### config.mk
export PLATFORM = sky130hd
export DESIGN_NAME = checksummed_response_frame_receiver
export DESIGN_NICKNAME = d
export VERILOG_FILES = /design/src/hw/rtl/crfr_pkg.sv /design/src/hw/rtl/crfr_ram.sv /design/src/hw/rtl/crfr_dp.sv /design/src/hw/rtl/crfr_ctrl.sv /design/src/hw/rtl/checksummed_response_frame_receiver.sv
export VERILOG_INCLUDE_DIRS = /design/src /design/src/hw/rtl
export SDC_FILE = /design/constraint.sdc
export NUM_CORES = 1
export LEC_CHECK = 0
export ABC_AREA = 1
export BUFFER_PORTS_ARGS = -buffer_cell sky130_fd_sc_hd__buf_4
export CORE_MARGIN = 2
export CORE_UTILIZATION = 37
export CTS_CLUSTER_DIAMETER = 40
export DETAILED_ROUTE_END_ITERATION = 16
export SETUP_SLACK_MARGIN = 0.5
export SLEW_MARGIN = 20
export SYNTH_ARGS = -nofsm -noshare
export SYNTH_HDL_FRONTEND = slang
export SYNTH_HIERARCHICAL = 1
export SYNTH_SLANG_ARGS = --single-unit
### constraint.sdc
create_clock -name clk_i -period 5 [get_ports clk_i]
set_input_delay 0.5 -clock clk_i [delete_from_list [all_inputs] [get_ports clk_i]]
set_output_delay 0.5 -clock clk_i [all_outputs]
set_load 0.005 [all_outputs]
### src/hw/rtl/checksummed_response_frame_receiver_macros.svh
// ----------------------------------------------------------------------------
// Assertion macros for the checksummed response frame receiver.
// ----------------------------------------------------------------------------
`ifndef CHECKSUMMED_RESPONSE_FRAME_RECEIVER_MACROS_SVH
`define CHECKSUMMED_RESPONSE_FRAME_RECEIVER_MACROS_SVH
`ifndef SYNTH
// Same-cycle implication, sampled on the rising clock edge outside reset.
`define CRFR_ASSERT_IMPL(lbl, ante, cons) \
  lbl: assert property (@(posedge clk_i) disable iff (!rst_ni) (ante) |-> (cons)) \
    else $error("same-cycle check failed");
// Next-cycle implication, sampled on the rising clock edge outside reset.
`define CRFR_ASSERT_NEXT(lbl, ante, cons) \
  lbl: assert property (@(posedge clk_i) disable iff (!rst_ni) (ante) |=> (cons)) \
    else $error("next-cycle check failed");
`else
`define CRFR_ASSERT_IMPL(lbl, ante, cons)
`define CRFR_ASSERT_NEXT(lbl, ante, cons)
`endif
`endif

### src/hw/rtl/crfr_pkg.sv
`timescale 1ns / 1ps
// ----------------------------------------------------------------------------
// crfr_pkg
// Types, codes and constants shared by the response frame receiver.
// ----------------------------------------------------------------------------
package crfr_pkg;

  localparam int unsigned CRFR_MAX_FRAME = 32;
  localparam int unsigned CRFR_CFG_W     = 16;

  localparam logic [7:0]  CRFR_START_RST   = 8'd2;
  localparam logic [15:0] CRFR_TIMEOUT_RST = 16'd1000;

  typedef enum logic [1:0] {
    OP_BYTE  = 2'd0,
    OP_TICK  = 2'd1,
    OP_START = 2'd2
  } crfr_op_e;

  typedef enum logic [0:0] {
    CFG_START_BYTE = 1'b0,
    CFG_TIMEOUT    = 1'b1
  } crfr_cfg_e;

  typedef enum logic [2:0] {
    ST_DATA      = 3'd0,
    ST_EMPTY     = 3'd1,
    ST_BAD_START = 3'd2,
    ST_BAD_LEN   = 3'd3,
    ST_BAD_CMD   = 3'd4,
    ST_CHECKSUM  = 3'd5,
    ST_TIMEOUT   = 3'd6,
    ST_OVERFLOW  = 3'd7
  } crfr_status_e;

  typedef struct packed {
    logic         arm;
    logic         go_idle;
    logic         take_byte;
    logic         tick;
    logic         emit_start;
    logic         emit_step;
    logic         load_out;
    logic         from_ram;
    crfr_status_e out_status;
  } crfr_cmd_t;

  typedef struct packed {
    logic idx_start;
    logic idx_len;
    logic idx_cmd;
    logic in_payload;
    logic start_ok;
    logic len_zero;
    logic len_big;
    logic cmd_ok;
    logic sum_ok;
    logic frame_empty;
    logic tick_expired;
    logic emit_last;
  } crfr_stat_t;

endpackage

### src/hw/rtl/crfr_ram.sv
`timescale 1ns / 1ps
// ----------------------------------------------------------------------------
// crfr_ram
// Generic single-write, single-read RAM with a registered read port.
// ----------------------------------------------------------------------------
module crfr_ram #(
  parameter int unsigned WIDTH = 8,
  parameter int unsigned DEPTH = 29,
  localparam int unsigned AW   = (DEPTH > 1) ? $clog2(DEPTH) : 1
) (
  input  logic             clk_i,
  input  logic             we_i,
  input  logic [AW-1:0]    waddr_i,
  input  logic [WIDTH-1:0] wdata_i,
  input  logic [AW-1:0]    raddr_i,
  output logic [WIDTH-1:0] rdata_o
);

  logic [WIDTH-1:0] mem [DEPTH];
  logic [WIDTH-1:0] rdata_q;

  always_ff @(posedge clk_i) begin
    if (we_i) begin
      mem[waddr_i] <= wdata_i;
    end
    rdata_q <= mem[raddr_i];
  end

  assign rdata_o = rdata_q;

endmodule

### src/hw/rtl/crfr_dp.sv
`timescale 1ns / 1ps
// ----------------------------------------------------------------------------
// crfr_dp
// Datapath: configuration, frame counters, checksum, payload RAM and the
// output register.
// ----------------------------------------------------------------------------
module crfr_dp import crfr_pkg::*; #(
  parameter int unsigned MAX_FRAME = CRFR_MAX_FRAME
) (
  input  logic                  clk_i,
  input  logic                  rst_ni,
  input  logic                  cfg_we_i,
  input  logic                  cfg_idx_i,
  input  logic [CRFR_CFG_W-1:0] cfg_data_i,
  input  logic [7:0]            byte_i,
  input  logic [7:0]            cmd_byte_i,
  input  crfr_cmd_t             cmd_i,
  output crfr_stat_t            stat_o,
  output crfr_status_e          out_status_o,
  output logic [7:0]            out_byte_o,
  output logic [4:0]            out_index_o,
  output logic [4:0]            out_length_o,
  output logic                  out_last_o
);

  localparam int unsigned CAP = MAX_FRAME - 3;
  localparam int unsigned AW  = (CAP > 1) ? $clog2(CAP) : 1;
  localparam int unsigned EW  = $clog2(CAP + 1);
  localparam int unsigned BIW = $clog2(MAX_FRAME + 1);

  logic [7:0]     start_byte_q;
  logic [15:0]    timeout_q;
  logic [BIW-1:0] byte_index_q, byte_index_d;
  logic [7:0]     want_cmd_q, want_cmd_d;
  logic [7:0]     frame_len_q, frame_len_d;
  logic [7:0]     running_sum_q, running_sum_d;
  logic [15:0]    tick_count_q, tick_count_d;
  logic [EW-1:0]  emit_idx_q, emit_idx_d;

  logic [7:0]     sum_new;
  logic [15:0]    tick_inc;
  logic [7:0]     ram_rdata;
  logic           ram_we;

  crfr_status_e   out_status_q;
  logic [7:0]     out_byte_q;
  logic [4:0]     out_index_q;
  logic [4:0]     out_length_q;
  logic           out_last_q;

  assign sum_new  = running_sum_q + byte_i;
  assign tick_inc = (tick_count_q == 16'hFFFF) ? tick_count_q : tick_count_q + 16'd1;

  assign stat_o.idx_start    = (byte_index_q == '0);
  assign stat_o.idx_len      = (byte_index_q == BIW'(1));
  assign stat_o.idx_cmd      = (byte_index_q == BIW'(2));
  assign stat_o.in_payload   = (byte_index_q >= BIW'(3)) &&
                               (10'(byte_index_q) < 10'(frame_len_q) + 10'd2);
  assign stat_o.start_ok     = (byte_i == start_byte_q);
  assign stat_o.len_zero     = (byte_i == 8'd0);
  assign stat_o.len_big      = ({1'b0, byte_i} > 9'(CAP + 1));
  assign stat_o.cmd_ok       = (byte_i == want_cmd_q);
  assign stat_o.sum_ok       = (sum_new == 8'd0);
  assign stat_o.frame_empty  = (frame_len_q == 8'd1);
  assign stat_o.tick_expired = (tick_inc >= timeout_q);
  assign stat_o.emit_last    = (9'(emit_idx_q) + 9'd1 == 9'(frame_len_q) - 9'd1);

  always_comb begin
    byte_index_d  = byte_index_q;
    want_cmd_d    = want_cmd_q;
    frame_len_d   = frame_len_q;
    running_sum_d = running_sum_q;
    tick_count_d  = tick_count_q;
    emit_idx_d    = emit_idx_q;
    if (cmd_i.go_idle) begin
      byte_index_d  = '0;
      running_sum_d = '0;
      tick_count_d  = '0;
    end
    if (cmd_i.arm) begin
      want_cmd_d = cmd_byte_i;
    end
    if (cmd_i.take_byte) begin
      running_sum_d = sum_new;
      byte_index_d  = byte_index_q + BIW'(1);
      if (stat_o.idx_len) begin
        frame_len_d = byte_i;
      end
    end
    if (cmd_i.tick) begin
      tick_count_d = tick_inc;
    end
    if (cmd_i.emit_start) begin
      emit_idx_d = '0;
    end else if (cmd_i.emit_step) begin
      emit_idx_d = emit_idx_q + EW'(1);
    end
  end

  always_ff @(posedge clk_i or negedge rst_ni) begin
    if (!rst_ni) begin
      start_byte_q  <= CRFR_START_RST;
      timeout_q     <= CRFR_TIMEOUT_RST;
      byte_index_q  <= '0;
      want_cmd_q    <= '0;
      frame_len_q   <= '0;
      running_sum_q <= '0;
      tick_count_q  <= '0;
      emit_idx_q    <= '0;
    end else begin
      if (cfg_we_i) begin
        unique case (crfr_cfg_e'(cfg_idx_i))
          CFG_START_BYTE: start_byte_q <= cfg_data_i[7:0];
          CFG_TIMEOUT:    timeout_q    <= cfg_data_i[15:0];
          default:        ;
        endcase
      end
      byte_index_q  <= byte_index_d;
      want_cmd_q    <= want_cmd_d;
      frame_len_q   <= frame_len_d;
      running_sum_q <= running_sum_d;
      tick_count_q  <= tick_count_d;
      emit_idx_q    <= emit_idx_d;
    end
  end

  // The read address follows the next emit index, so the registered read
  // data always holds the entry at the current emit index.
  assign ram_we = cmd_i.take_byte && stat_o.in_payload;

  crfr_ram #(
    .WIDTH (8),
    .DEPTH (CAP)
  ) u_payload_ram (
    .clk_i   (clk_i),
    .we_i    (ram_we),
    .waddr_i (AW'(byte_index_q - BIW'(3))),
    .wdata_i (byte_i),
    .raddr_i (AW'(emit_idx_d)),
    .rdata_o (ram_rdata)
  );

  always_ff @(posedge clk_i) begin
    if (cmd_i.load_out) begin
      if (cmd_i.from_ram) begin
        out_status_q <= ST_DATA;
        out_byte_q   <= ram_rdata;
        out_index_q  <= 5'(emit_idx_q);
        out_length_q <= 5'(frame_len_q - 8'd1);
        out_last_q   <= stat_o.emit_last;
      end else begin
        out_status_q <= cmd_i.out_status;
        out_byte_q   <= '0;
        out_index_q  <= '0;
        out_length_q <= '0;
        out_last_q   <= 1'b1;
      end
    end
  end

  assign out_status_o = out_status_q;
  assign out_byte_o   = out_byte_q;
  assign out_index_o  = out_index_q;
  assign out_length_o = out_length_q;
  assign out_last_o   = out_last_q;

endmodule

### src/hw/rtl/crfr_ctrl.sv
`timescale 1ns / 1ps
// ----------------------------------------------------------------------------
// crfr_ctrl
// Controller: frame state machine, input and output handshakes.
// ----------------------------------------------------------------------------
module crfr_ctrl import crfr_pkg::*; (
  input  logic       clk_i,
  input  logic       rst_ni,
  input  logic       in_valid_i,
  output logic       in_ready_o,
  input  logic [1:0] op_i,
  output logic       out_valid_o,
  input  logic       out_ready_i,
  input  crfr_stat_t stat_i,
  output crfr_cmd_t  cmd_o
);

  typedef enum logic [2:0] {
    S_IDLE  = 3'b001,
    S_ARMED = 3'b010,
    S_EMIT  = 3'b100
  } state_e;

  state_e       state_q, state_d;
  logic         out_valid_q, out_valid_d;
  logic         out_free;
  logic         accept;
  logic         fail;
  crfr_status_e fail_code;
  crfr_op_e     op;

  assign op         = crfr_op_e'(op_i);
  assign out_free   = !out_valid_q || out_ready_i;
  assign in_ready_o = ((state_q == S_IDLE) || (state_q == S_ARMED)) && out_free;
  assign accept     = in_valid_i && in_ready_o;

  always_comb begin
    cmd_o     = '0;
    state_d   = state_q;
    fail      = 1'b0;
    fail_code = ST_BAD_START;
    unique case (state_q)
      S_IDLE: begin
        if (accept && (op == OP_START)) begin
          cmd_o.arm     = 1'b1;
          cmd_o.go_idle = 1'b1;
          state_d       = S_ARMED;
        end
      end
      S_ARMED: begin
        if (accept) begin
          case (op)
            OP_START: begin
              cmd_o.arm     = 1'b1;
              cmd_o.go_idle = 1'b1;
            end
            OP_BYTE: begin
              if (stat_i.idx_start) begin
                fail           = !stat_i.start_ok;
                fail_code      = ST_BAD_START;
                cmd_o.take_byte = stat_i.start_ok;
              end else if (stat_i.idx_len) begin
                fail            = stat_i.len_zero || stat_i.len_big;
                fail_code       = stat_i.len_zero ? ST_BAD_LEN : ST_OVERFLOW;
                cmd_o.take_byte = !fail;
              end else if (stat_i.idx_cmd) begin
                fail            = !stat_i.cmd_ok;
                fail_code       = ST_BAD_CMD;
                cmd_o.take_byte = stat_i.cmd_ok;
              end else if (stat_i.in_payload) begin
                cmd_o.take_byte = 1'b1;
              end else if (!stat_i.sum_ok) begin
                fail      = 1'b1;
                fail_code = ST_CHECKSUM;
              end else begin
                // Checksum good: the frame closes and the payload is replayed, or an empty frame gives an empty status.
                cmd_o.go_idle = 1'b1;
                if (stat_i.frame_empty) begin
                  cmd_o.load_out   = 1'b1;
                  cmd_o.out_status = ST_EMPTY;
                  state_d          = S_IDLE;
                end else begin
                  cmd_o.emit_start = 1'b1;
                  state_d          = S_EMIT;
                end
              end
            end
            OP_TICK: begin
              cmd_o.tick = 1'b1;
              fail       = stat_i.tick_expired;
              fail_code  = ST_TIMEOUT;
            end
            default: ;
          endcase
        end
      end
      S_EMIT: begin
        if (out_free) begin
          cmd_o.load_out  = 1'b1;
          cmd_o.from_ram  = 1'b1;
          cmd_o.emit_step = 1'b1;
          if (stat_i.emit_last) begin
            state_d = S_IDLE;
          end
        end
      end
      default: state_d = S_IDLE;
    endcase
    if (fail) begin
      cmd_o.go_idle    = 1'b1;
      cmd_o.load_out   = 1'b1;
      cmd_o.out_status = fail_code;
      state_d          = S_IDLE;
    end
  end

  assign out_valid_d = cmd_o.load_out || (out_valid_q && !out_ready_i);

  always_ff @(posedge clk_i or negedge rst_ni) begin
    if (!rst_ni) begin
      state_q     <= S_IDLE;
      out_valid_q <= 1'b0;
    end else begin
      state_q     <= state_d;
      out_valid_q <= out_valid_d;
    end
  end

  assign out_valid_o = out_valid_q;

endmodule

### src/hw/rtl/checksummed_response_frame_receiver.sv
`timescale 1ns / 1ps
// ----------------------------------------------------------------------------
// checksummed_response_frame_receiver
// Parses one start/length/command/data/checksum response frame and streams
// out its payload bytes or a single status.
// ----------------------------------------------------------------------------
// A start, tick or byte item is taken whenever the receiver is idle or armed
// and the output register is empty or being drained. After a good checksum
// the payload is replayed from the payload RAM at one byte per cycle while
// the output is free: LEN-1 results, the first loaded into the output
// register from the emit state, because the read of the first entry is
// started as the checksum item is taken; no input item is taken during the
// replay. The single read port of the payload RAM sets that rate. Errors,
// timeouts and empty frames give one result in the cycle after the item.
`include "checksummed_response_frame_receiver_macros.svh"

module checksummed_response_frame_receiver import crfr_pkg::*; #(
  parameter int unsigned MAX_FRAME = CRFR_MAX_FRAME
) (
  input  logic                  clk_i,
  input  logic                  rst_ni,
  // Configuration write port.
  input  logic                  cfg_we_i,
  input  logic                  cfg_idx_i,
  input  logic [CRFR_CFG_W-1:0] cfg_data_i,
  // Input item stream.
  input  logic                  s_axis_tvalid,
  output logic                  s_axis_tready,
  input  logic [15:0]           s_axis_tdata,  // byte_value[7:0], expected_cmd[15:8]
  input  logic [1:0]            s_axis_tuser,  // operation[1:0]
  // Result stream.
  output logic                  m_axis_tvalid,
  input  logic                  m_axis_tready,
  output logic [23:0]           m_axis_tdata,  // data_byte[7:0], data_index[12:8],
                                               // data_length[17:13], zero[23:18]
  output logic [2:0]            m_axis_tuser,  // status[2:0]
  output logic                  m_axis_tlast
);

  crfr_cmd_t    cmd;
  crfr_stat_t   stat;
  crfr_status_e out_status;
  logic [7:0]   out_byte;
  logic [4:0]   out_index;
  logic [4:0]   out_length;

  crfr_ctrl u_ctrl (
    .clk_i       (clk_i),
    .rst_ni      (rst_ni),
    .in_valid_i  (s_axis_tvalid),
    .in_ready_o  (s_axis_tready),
    .op_i        (s_axis_tuser),
    .out_valid_o (m_axis_tvalid),
    .out_ready_i (m_axis_tready),
    .stat_i      (stat),
    .cmd_o       (cmd)
  );

  crfr_dp #(
    .MAX_FRAME (MAX_FRAME)
  ) u_dp (
    .clk_i        (clk_i),
    .rst_ni       (rst_ni),
    .cfg_we_i     (cfg_we_i),
    .cfg_idx_i    (cfg_idx_i),
    .cfg_data_i   (cfg_data_i),
    .byte_i       (s_axis_tdata[7:0]),
    .cmd_byte_i   (s_axis_tdata[15:8]),
    .cmd_i        (cmd),
    .stat_o       (stat),
    .out_status_o (out_status),
    .out_byte_o   (out_byte),
    .out_index_o  (out_index),
    .out_length_o (out_length),
    .out_last_o   (m_axis_tlast)
  );

  assign m_axis_tdata = {6'd0, out_length, out_index, out_byte};
  assign m_axis_tuser = out_status;

  // A held result must never be overwritten by a new one.
  `CRFR_ASSERT_IMPL(a_no_overwrite, cmd.load_out && m_axis_tvalid, m_axis_tready)
  // No item is taken while the payload is being replayed.
  `CRFR_ASSERT_IMPL(a_no_take_in_replay, cmd.emit_step, !s_axis_tready)
  // Every status other than a data byte is the only result of its item.
  `CRFR_ASSERT_IMPL(a_status_is_last, m_axis_tvalid && (m_axis_tuser != ST_DATA), m_axis_tlast)
  // The input stays closed in the first cycle of a replay.
  `CRFR_ASSERT_NEXT(a_replay_starts, cmd.emit_start, !s_axis_tready)

endmodule

# == After elaboration in Yosys (flattened, before gate mapping) ==
# Memory sizes are Yosys's and may differ from the RTL's. A register that Yosys moved wholly into a read port is not among the register bits.
# Index checks and enable logic that the tools add are counted.
# Widths: inputs -> output; s select.
# totals
in_bits,40
out_inout_bits,30
ram_bits,232
n_memories,1
register_bits,101
# memory_table
name,depth,word_bits,rd,rd_clocked_by_memory_dff,wr,line_no,text
u_dp.u_payload_ram.mem,29,8,1,1,1,crfr_ram.sv:19,logic [WIDTH-1:0] mem [DEPTH];
# op_classes
bitwise_logic,1
order_cmp,4
n_eq_ne,22
addsub,9
n_reduce_logical,25
n_mux,89
# ops
cell,n
$mux 3,31
$mux 16,3
$mux 1,41
$ne 3x2->1 const B,6
$add 16x1->16 const B,1
$eq 16x16->1 const B,1
$eq 8x8->1,2
$ge 16x16->1,1
$logic_not 8->1,2
$mux 8,2
$mux 5,3
$mux 6,2
$reduce_and 10->1,1
$add 8x2->9 const B,1
$eq 9x9->1,1
$lt 6x9->1,1
$ne 3x1->1 const B,3
$pmux 3 s3,1
$sub 8x1->9 const B,1
$add 8x8->8,1
$eq 8x1->1 const B,1
$gt 8x5->1 const B,1
$add 5x1->6 const B,1
$add 6x1->6 const B,1
other kinds (24),41

# == Logic depth before layout (Yosys ltp) ==
# depth
ltp_word,13
ltp_mapped,31
depth_no_buf,29

# == By module ==
# The synthesis kept the hierarchy.
# modules_own_cells
module,instances,cells_each,area_per_inst_um2,seq_area_each_um2
crfr_ram,1,849,9776.9,7126.8
crfr_dp,1,707,5838.1,2546.2
crfr_ctrl,1,96,559.3,101.3
checksummed_response_frame_receiver,1,7,48.8,0.0

# == Worst setup path after synthesis ==
# No wires, ideal clock.
# synth_timing
path_type,reg-to-reg
start,register u_dp.frame_len_q[1]
end,"memory u_dp.u_payload_ram.mem[28][0], enable pin"
setup_slack_ps,970
synth_period_minus_slack_ps,4030
t_arrival_ps,3635
stages_incl_launch_ff,25
path_cell_list,dfrtp_1 > inv_1 > ha_1 > inv_1 > ha_1 > a21oi_1 > nand2_1 > nand2_1 > nand3_1 > nand2_1 > nand2_1 > nand2_1 > nand2_1 > inv_1 > nand2_1 > nand2_1 > nand2_1 > nand2_1 > nand2_1 > nor3_1 > clkbuf_1 > inv_1 > nor2_1 > nand2_1 > nor4_1
# synth_rtl
element,line_no,text
"start, declared",crfr_dp.sv:35,"logic [7:0] frame_len_q, frame_len_d;"
"start signal, assigned",crfr_dp.sv:120,frame_len_q <= frame_len_d;
"end, declared",crfr_ram.sv:19,

==> impl.org <==
** Critical path
- Crit Reg-Reg Endpoint :: u_dp/u_payload_ram/mem[16][5]
- In this run the critical register-to-register path is launched from u_dp/frame_len_q[1].
- STA classifies the critical path startpoint as a flop.
- Worst Setup Path Type :: flop to flop
- Maximum fanout count along the critical path :: 9
- The worst setup path is captured at a flop.
- Data required time at the worst endpoint :: 5220 ps
- Across all register-to-register paths, the minimum setup slack is 870 ps.
- Measured in cells, the most critical reg-to-reg path has a length of 23.
- CP Data Arrival Time :: 4350 ps

** Floorplanning
- For this configuration, the core starts out at a cell density of 37.6%.
- After floorplanning, the core was sized to cover 43200 um2.
- Standard-cell row count :: 76
- The die is 213 um wide.
- The floorplan step defined a die boundary enclosing 45500 um2.
- Top Ports :: 70
- Die height :: 213 um

** Synthesis
- Synthesis inferred 341 register bits.
- The share of synthesized area in the top cell type comes to 47.0%.
- In this run, distinct cell masters in the synthesized netlist total 52.
- Library cell occupying the most area in the post-synthesis netlist :: sky130_fd_sc_hd__edfxtp_1
- Counting flops with an async set or reset pin after synthesis yields a share of 23.2%.
- Summing the sequential cell areas from Yosys gives 60.2% of the chip area.
- Mean cell area of the mapped netlist :: 9.78 um2
- Summing every instance area after synthesis gives 16200 um2.
- Post-Synthesis Cells :: 1659
- Commonest register cell after synthesis :: sky130_fd_sc_hd__edfxtp_1
- Cells taking the most area after synthesis :: sky130_fd_sc_hd__edfxtp_1, sky130_fd_sc_hd__nand2_1, sky130_fd_sc_hd__dfrtp_1
- The synthesized design contains 254 enable-type register cells.
- Count of synthesis-stage warnings from yosys :: 6

** Global routing
- After global routing the overflow that remains totals 0.
- The via count of the first global-routing pass came to 11800.
- Entering global routing, the biggest net connects 108 pins.
- Overall routing resource usage :: 18.6%
- Initial antenna violation count :: 0
- The first global-routing pass estimated 64800 um of wire.

** Place
- Placed cell area :: 17400 um2
- Detailed placement ended at an HPWL of 26700 um.
- Weighted congestion reported at the end of routability-driven placement :: 0.845
- Port buffering added 63 buffers.

** Finish
- The library cell used most frequently in the layout, excluding fill and tap cells, is sky130_fd_sc_hd__nand2_1.
- The top cell types in the final layout, fill and taps aside, are sky130_fd_sc_hd__nand2_1, sky130_fd_sc_hd__edfxtp_1, sky130_fd_sc_hd__nand3_1, sky130_fd_sc_hd__inv_1, sky130_fd_sc_hd__nor2_1.
- Register ranked first by flip-flop count :: u_dp/u_payload_ram/mem
- Cells fill 44.8% of the core in the end.
- Layout Nets :: 1839
- Post-layout instance area :: 19300 um2
- After filler insertion, the fill cell instance count of the layout stands at 4128.
- Area overhead of the layout relative to synthesis :: 19.2%
- Fraction of layout cells with a size suffix above 1 :: 14.8%
- Count of inserted antenna diode cells :: 0
- The register with the most flip-flops in the layout has 232 of them.
- In the final layout, the registers with the most flip-flops are u_dp/u_payload_ram/mem x232, u_dp/tick_count_q x16, u_dp/timeout_q x16.

** CTS
- Post-CTS setup buffer count :: 0
- The H-tree generated during clock tree synthesis spans 2 levels.
- For this design, the sink count on the clock tree is 341.
- Root buffer selected by CTS :: sky130_fd_sc_hd__clkbuf_16
- The later pin in the worst-skew pair is clocked with a latency of 590 ps.
- Inserted Clock Buffers :: 53
- Clock-pin slew was measured on the worst setup and hold paths at 50 ps.
- Clock tree from TritonCTS :: built
- The clock passes through at most 3 buffers.

** Timing
- Worst-Margin Slew :: 937 ps
- Number of max-slew violations in the final report :: 0
- Clock period minus worst slack :: 4130 ps
- Slew Limit Headroom :: 37.3%
- Setup TNS Final :: 0 ps
- Worst hold slack :: 152 ps
- Unrepaired setup endpoints after global routing :: yes
- Final clock skew :: 16.6 ps
- The final number of hold-violating endpoints was 0.
- Final critical-path share of the clock period :: 82.6%
- Count of final setup violators :: 0
- Static timing analysis puts the maximum clock frequency at 242 MHz.

** Routing
- In the routed layout, each cell is associated on average with a via count of 4.90.
- Number of detailed-routing iterations run before antenna repair :: 7
- In the routed design, unresolved DRC markers number 0.
- In this run, the number of DRC markers left after iteration 0 of detailed routing was 839.
- Average detailed-routed wire length per instance :: 17.3 um
- Number of vias in the routed layout :: 11700
- Antenna-violating nets left :: 0
- Post-detailed-routing wire length :: 41200 um

** Min path
- Hold/Removal Path Class :: input port to flop
- The startpoint identified for the worst hold timing path is s_axis_tdata[14].
- Hold Path End :: u_dp/want_cmd_q[6]
- Count of cells along the worst hold path :: 2

** Run
- Max-cap violations :: 0

** Power
- The analysis attributes to cell leakage a power of 8.27 nW.
- In this run the power density over the cells is 566 nW/um2.
- Maximum VDD drop :: 0.000395 V
- After layout, the design draws a total of 0.0110 W.

** Outcome
- Run status :: finished clean
==> critical path: stages (launching register included) <==
cell                      delay (ps)
sky130_fd_sc_hd__dfrtp_1         410
sky130_fd_sc_hd__inv_1           100
sky130_fd_sc_hd__ha_1            280
sky130_fd_sc_hd__inv_1            40
sky130_fd_sc_hd__ha_1            280
sky130_fd_sc_hd__a21oi_1         130
sky130_fd_sc_hd__nand2_1          70
sky130_fd_sc_hd__nand2_1          60
sky130_fd_sc_hd__nand3_1          60
sky130_fd_sc_hd__nand2_1          50
sky130_fd_sc_hd__nand2_1          40
sky130_fd_sc_hd__nand2_1          50
sky130_fd_sc_hd__nand2_1          90
sky130_fd_sc_hd__inv_1           110
sky130_fd_sc_hd__nand2_1          60
sky130_fd_sc_hd__nand2_1          50
sky130_fd_sc_hd__nand2_1          40
sky130_fd_sc_hd__nand2_1          70
sky130_fd_sc_hd__nand2_1          60
sky130_fd_sc_hd__nor3_1          250
sky130_fd_sc_hd__inv_1           210
sky130_fd_sc_hd__nor2_1          280
sky130_fd_sc_hd__nand2_1         360
sky130_fd_sc_hd__nor2_1          620
==> metrics by stage <==
step | cells | setup slack [ps]
global placement | 2288 | 651
CTS | 2387 | 811
global route | 2388 | 439
detailed placement | 2288 | 556
finish | 2388 | 872
floorplan | 1664 | 970
==> worst max-delay path by stage <==
stage | start | to | slack, ps | cells after the start
after floorplan | u_dp/frame_len_q[1] | u_dp/u_payload_ram/mem[28][0] | 970 | 24
after detailed placement | s_axis_tdata[0] | u_dp/u_payload_ram/rdata_o[5] | 560 | 26
final | u_dp/frame_len_q[1] | u_dp/u_payload_ram/mem[16][5] | 870 | 23
after global routing | u_dp/frame_len_q[1] | u_dp/u_payload_ram/mem[16][2] | 440 | 23
after global placement | s_axis_tdata[0] | u_dp/u_payload_ram/rdata_o[4] | 650 | 26
after CTS | u_dp/frame_len_q[1] | u_dp/u_payload_ram/mem[4][0] | 810 | 23
==> where the power goes <==
part           leakage [nW]  total [W]  switching, W  internal, W
clock                 0.903    0.00384       0.00139      0.00245
combinational          4.02    0.00369       0.00253      0.00116
sequential             3.35    0.00342      0.000150      0.00327
==> kinds of logic after synthesis <==
| family | Yosys count | share of synthesized area [%] |
|---|---|---|
| AND/OR/NAND/NOR | 927 | 24.7 |
| flip-flops | 341 | 60.2 |
| buffers and inverters | 209 | 6.04 |
| AO/OA/AOI/OAI | 97 | 3.39 |
| adder cells (fa/ha/maj) | 39 | 3.05 |
| XOR/XNOR | 39 | 2.11 |
| multiplexers | 6 | 0.416 |
| other | 1 | 0.0231 |
==> per-layer routing <==
metal / vias to the layer above / part of all wire, % / global-route usage (%)
met3: 70 / 5.8 / 3.84
met5: - / 0 / 0
met2: 314 / 47 / 30.4
met1: 5617 / 44 / 24.8
li1: 5709 / - / -
met4: 0 / 2.6 / 5.99
==> synthesized netlist by cell type (4+ instances only) <==
cell type and instances:
sky130_fd_sc_hd__nor2_1 115, sky130_fd_sc_hd__edfxtp_1 254, sky130_fd_sc_hd__buf_4 15, sky130_fd_sc_hd__dfxtp_1 8
sky130_fd_sc_hd__clkbuf_1 16, sky130_fd_sc_hd__o21ai_1 10, sky130_fd_sc_hd__a22o_1 7, sky130_fd_sc_hd__mux2_2 6
sky130_fd_sc_hd__buf_1 4, sky130_fd_sc_hd__nor4_1 4, sky130_fd_sc_hd__nor2_2 5, sky130_fd_sc_hd__inv_1 122
sky130_fd_sc_hd__ha_1 38, sky130_fd_sc_hd__xnor2_1 21, sky130_fd_sc_hd__buf_6 10, sky130_fd_sc_hd__a211oi_1 4
sky130_fd_sc_hd__o21ai_0 35, sky130_fd_sc_hd__nand4_1 14, sky130_fd_sc_hd__a21oi_1 32, sky130_fd_sc_hd__nand2_4 12
sky130_fd_sc_hd__buf_2 26, sky130_fd_sc_hd__xor2_1 18, sky130_fd_sc_hd__dfstp_2 8, sky130_fd_sc_hd__nand3_1 212
sky130_fd_sc_hd__dfrtp_1 71, sky130_fd_sc_hd__nand2_1 537, sky130_fd_sc_hd__nand3b_1 4, sky130_fd_sc_hd__inv_2 11
sky130_fd_sc_hd__nor3_1 6
==> cell type report <==
| cell class | instances | area [um2] | area share, % |
|---|---|---|---|
| Clock buffer | 65 | 1410 | 7.30 |
| Multi-Input combinational cell | 1114 | 5530 | 28.6 |
| Clock inverter | 33 | 454 | 2.35 |
| Sequential cell | 341 | 9770 | 50.5 |
| Tap cell | 585 | 732 | 3.78 |
| Timing Repair Buffer | 114 | 925 | 4.78 |
| Inverter | 136 | 514 | 2.66 |
==> what timing repair did <==
action,CTS,global route
endpoints found under the setup margin,0,48
hold buffers,1,0
endpoints found under the hold margin,24,0
resized for setup,0,5
(Power assumes the default switching activity.)
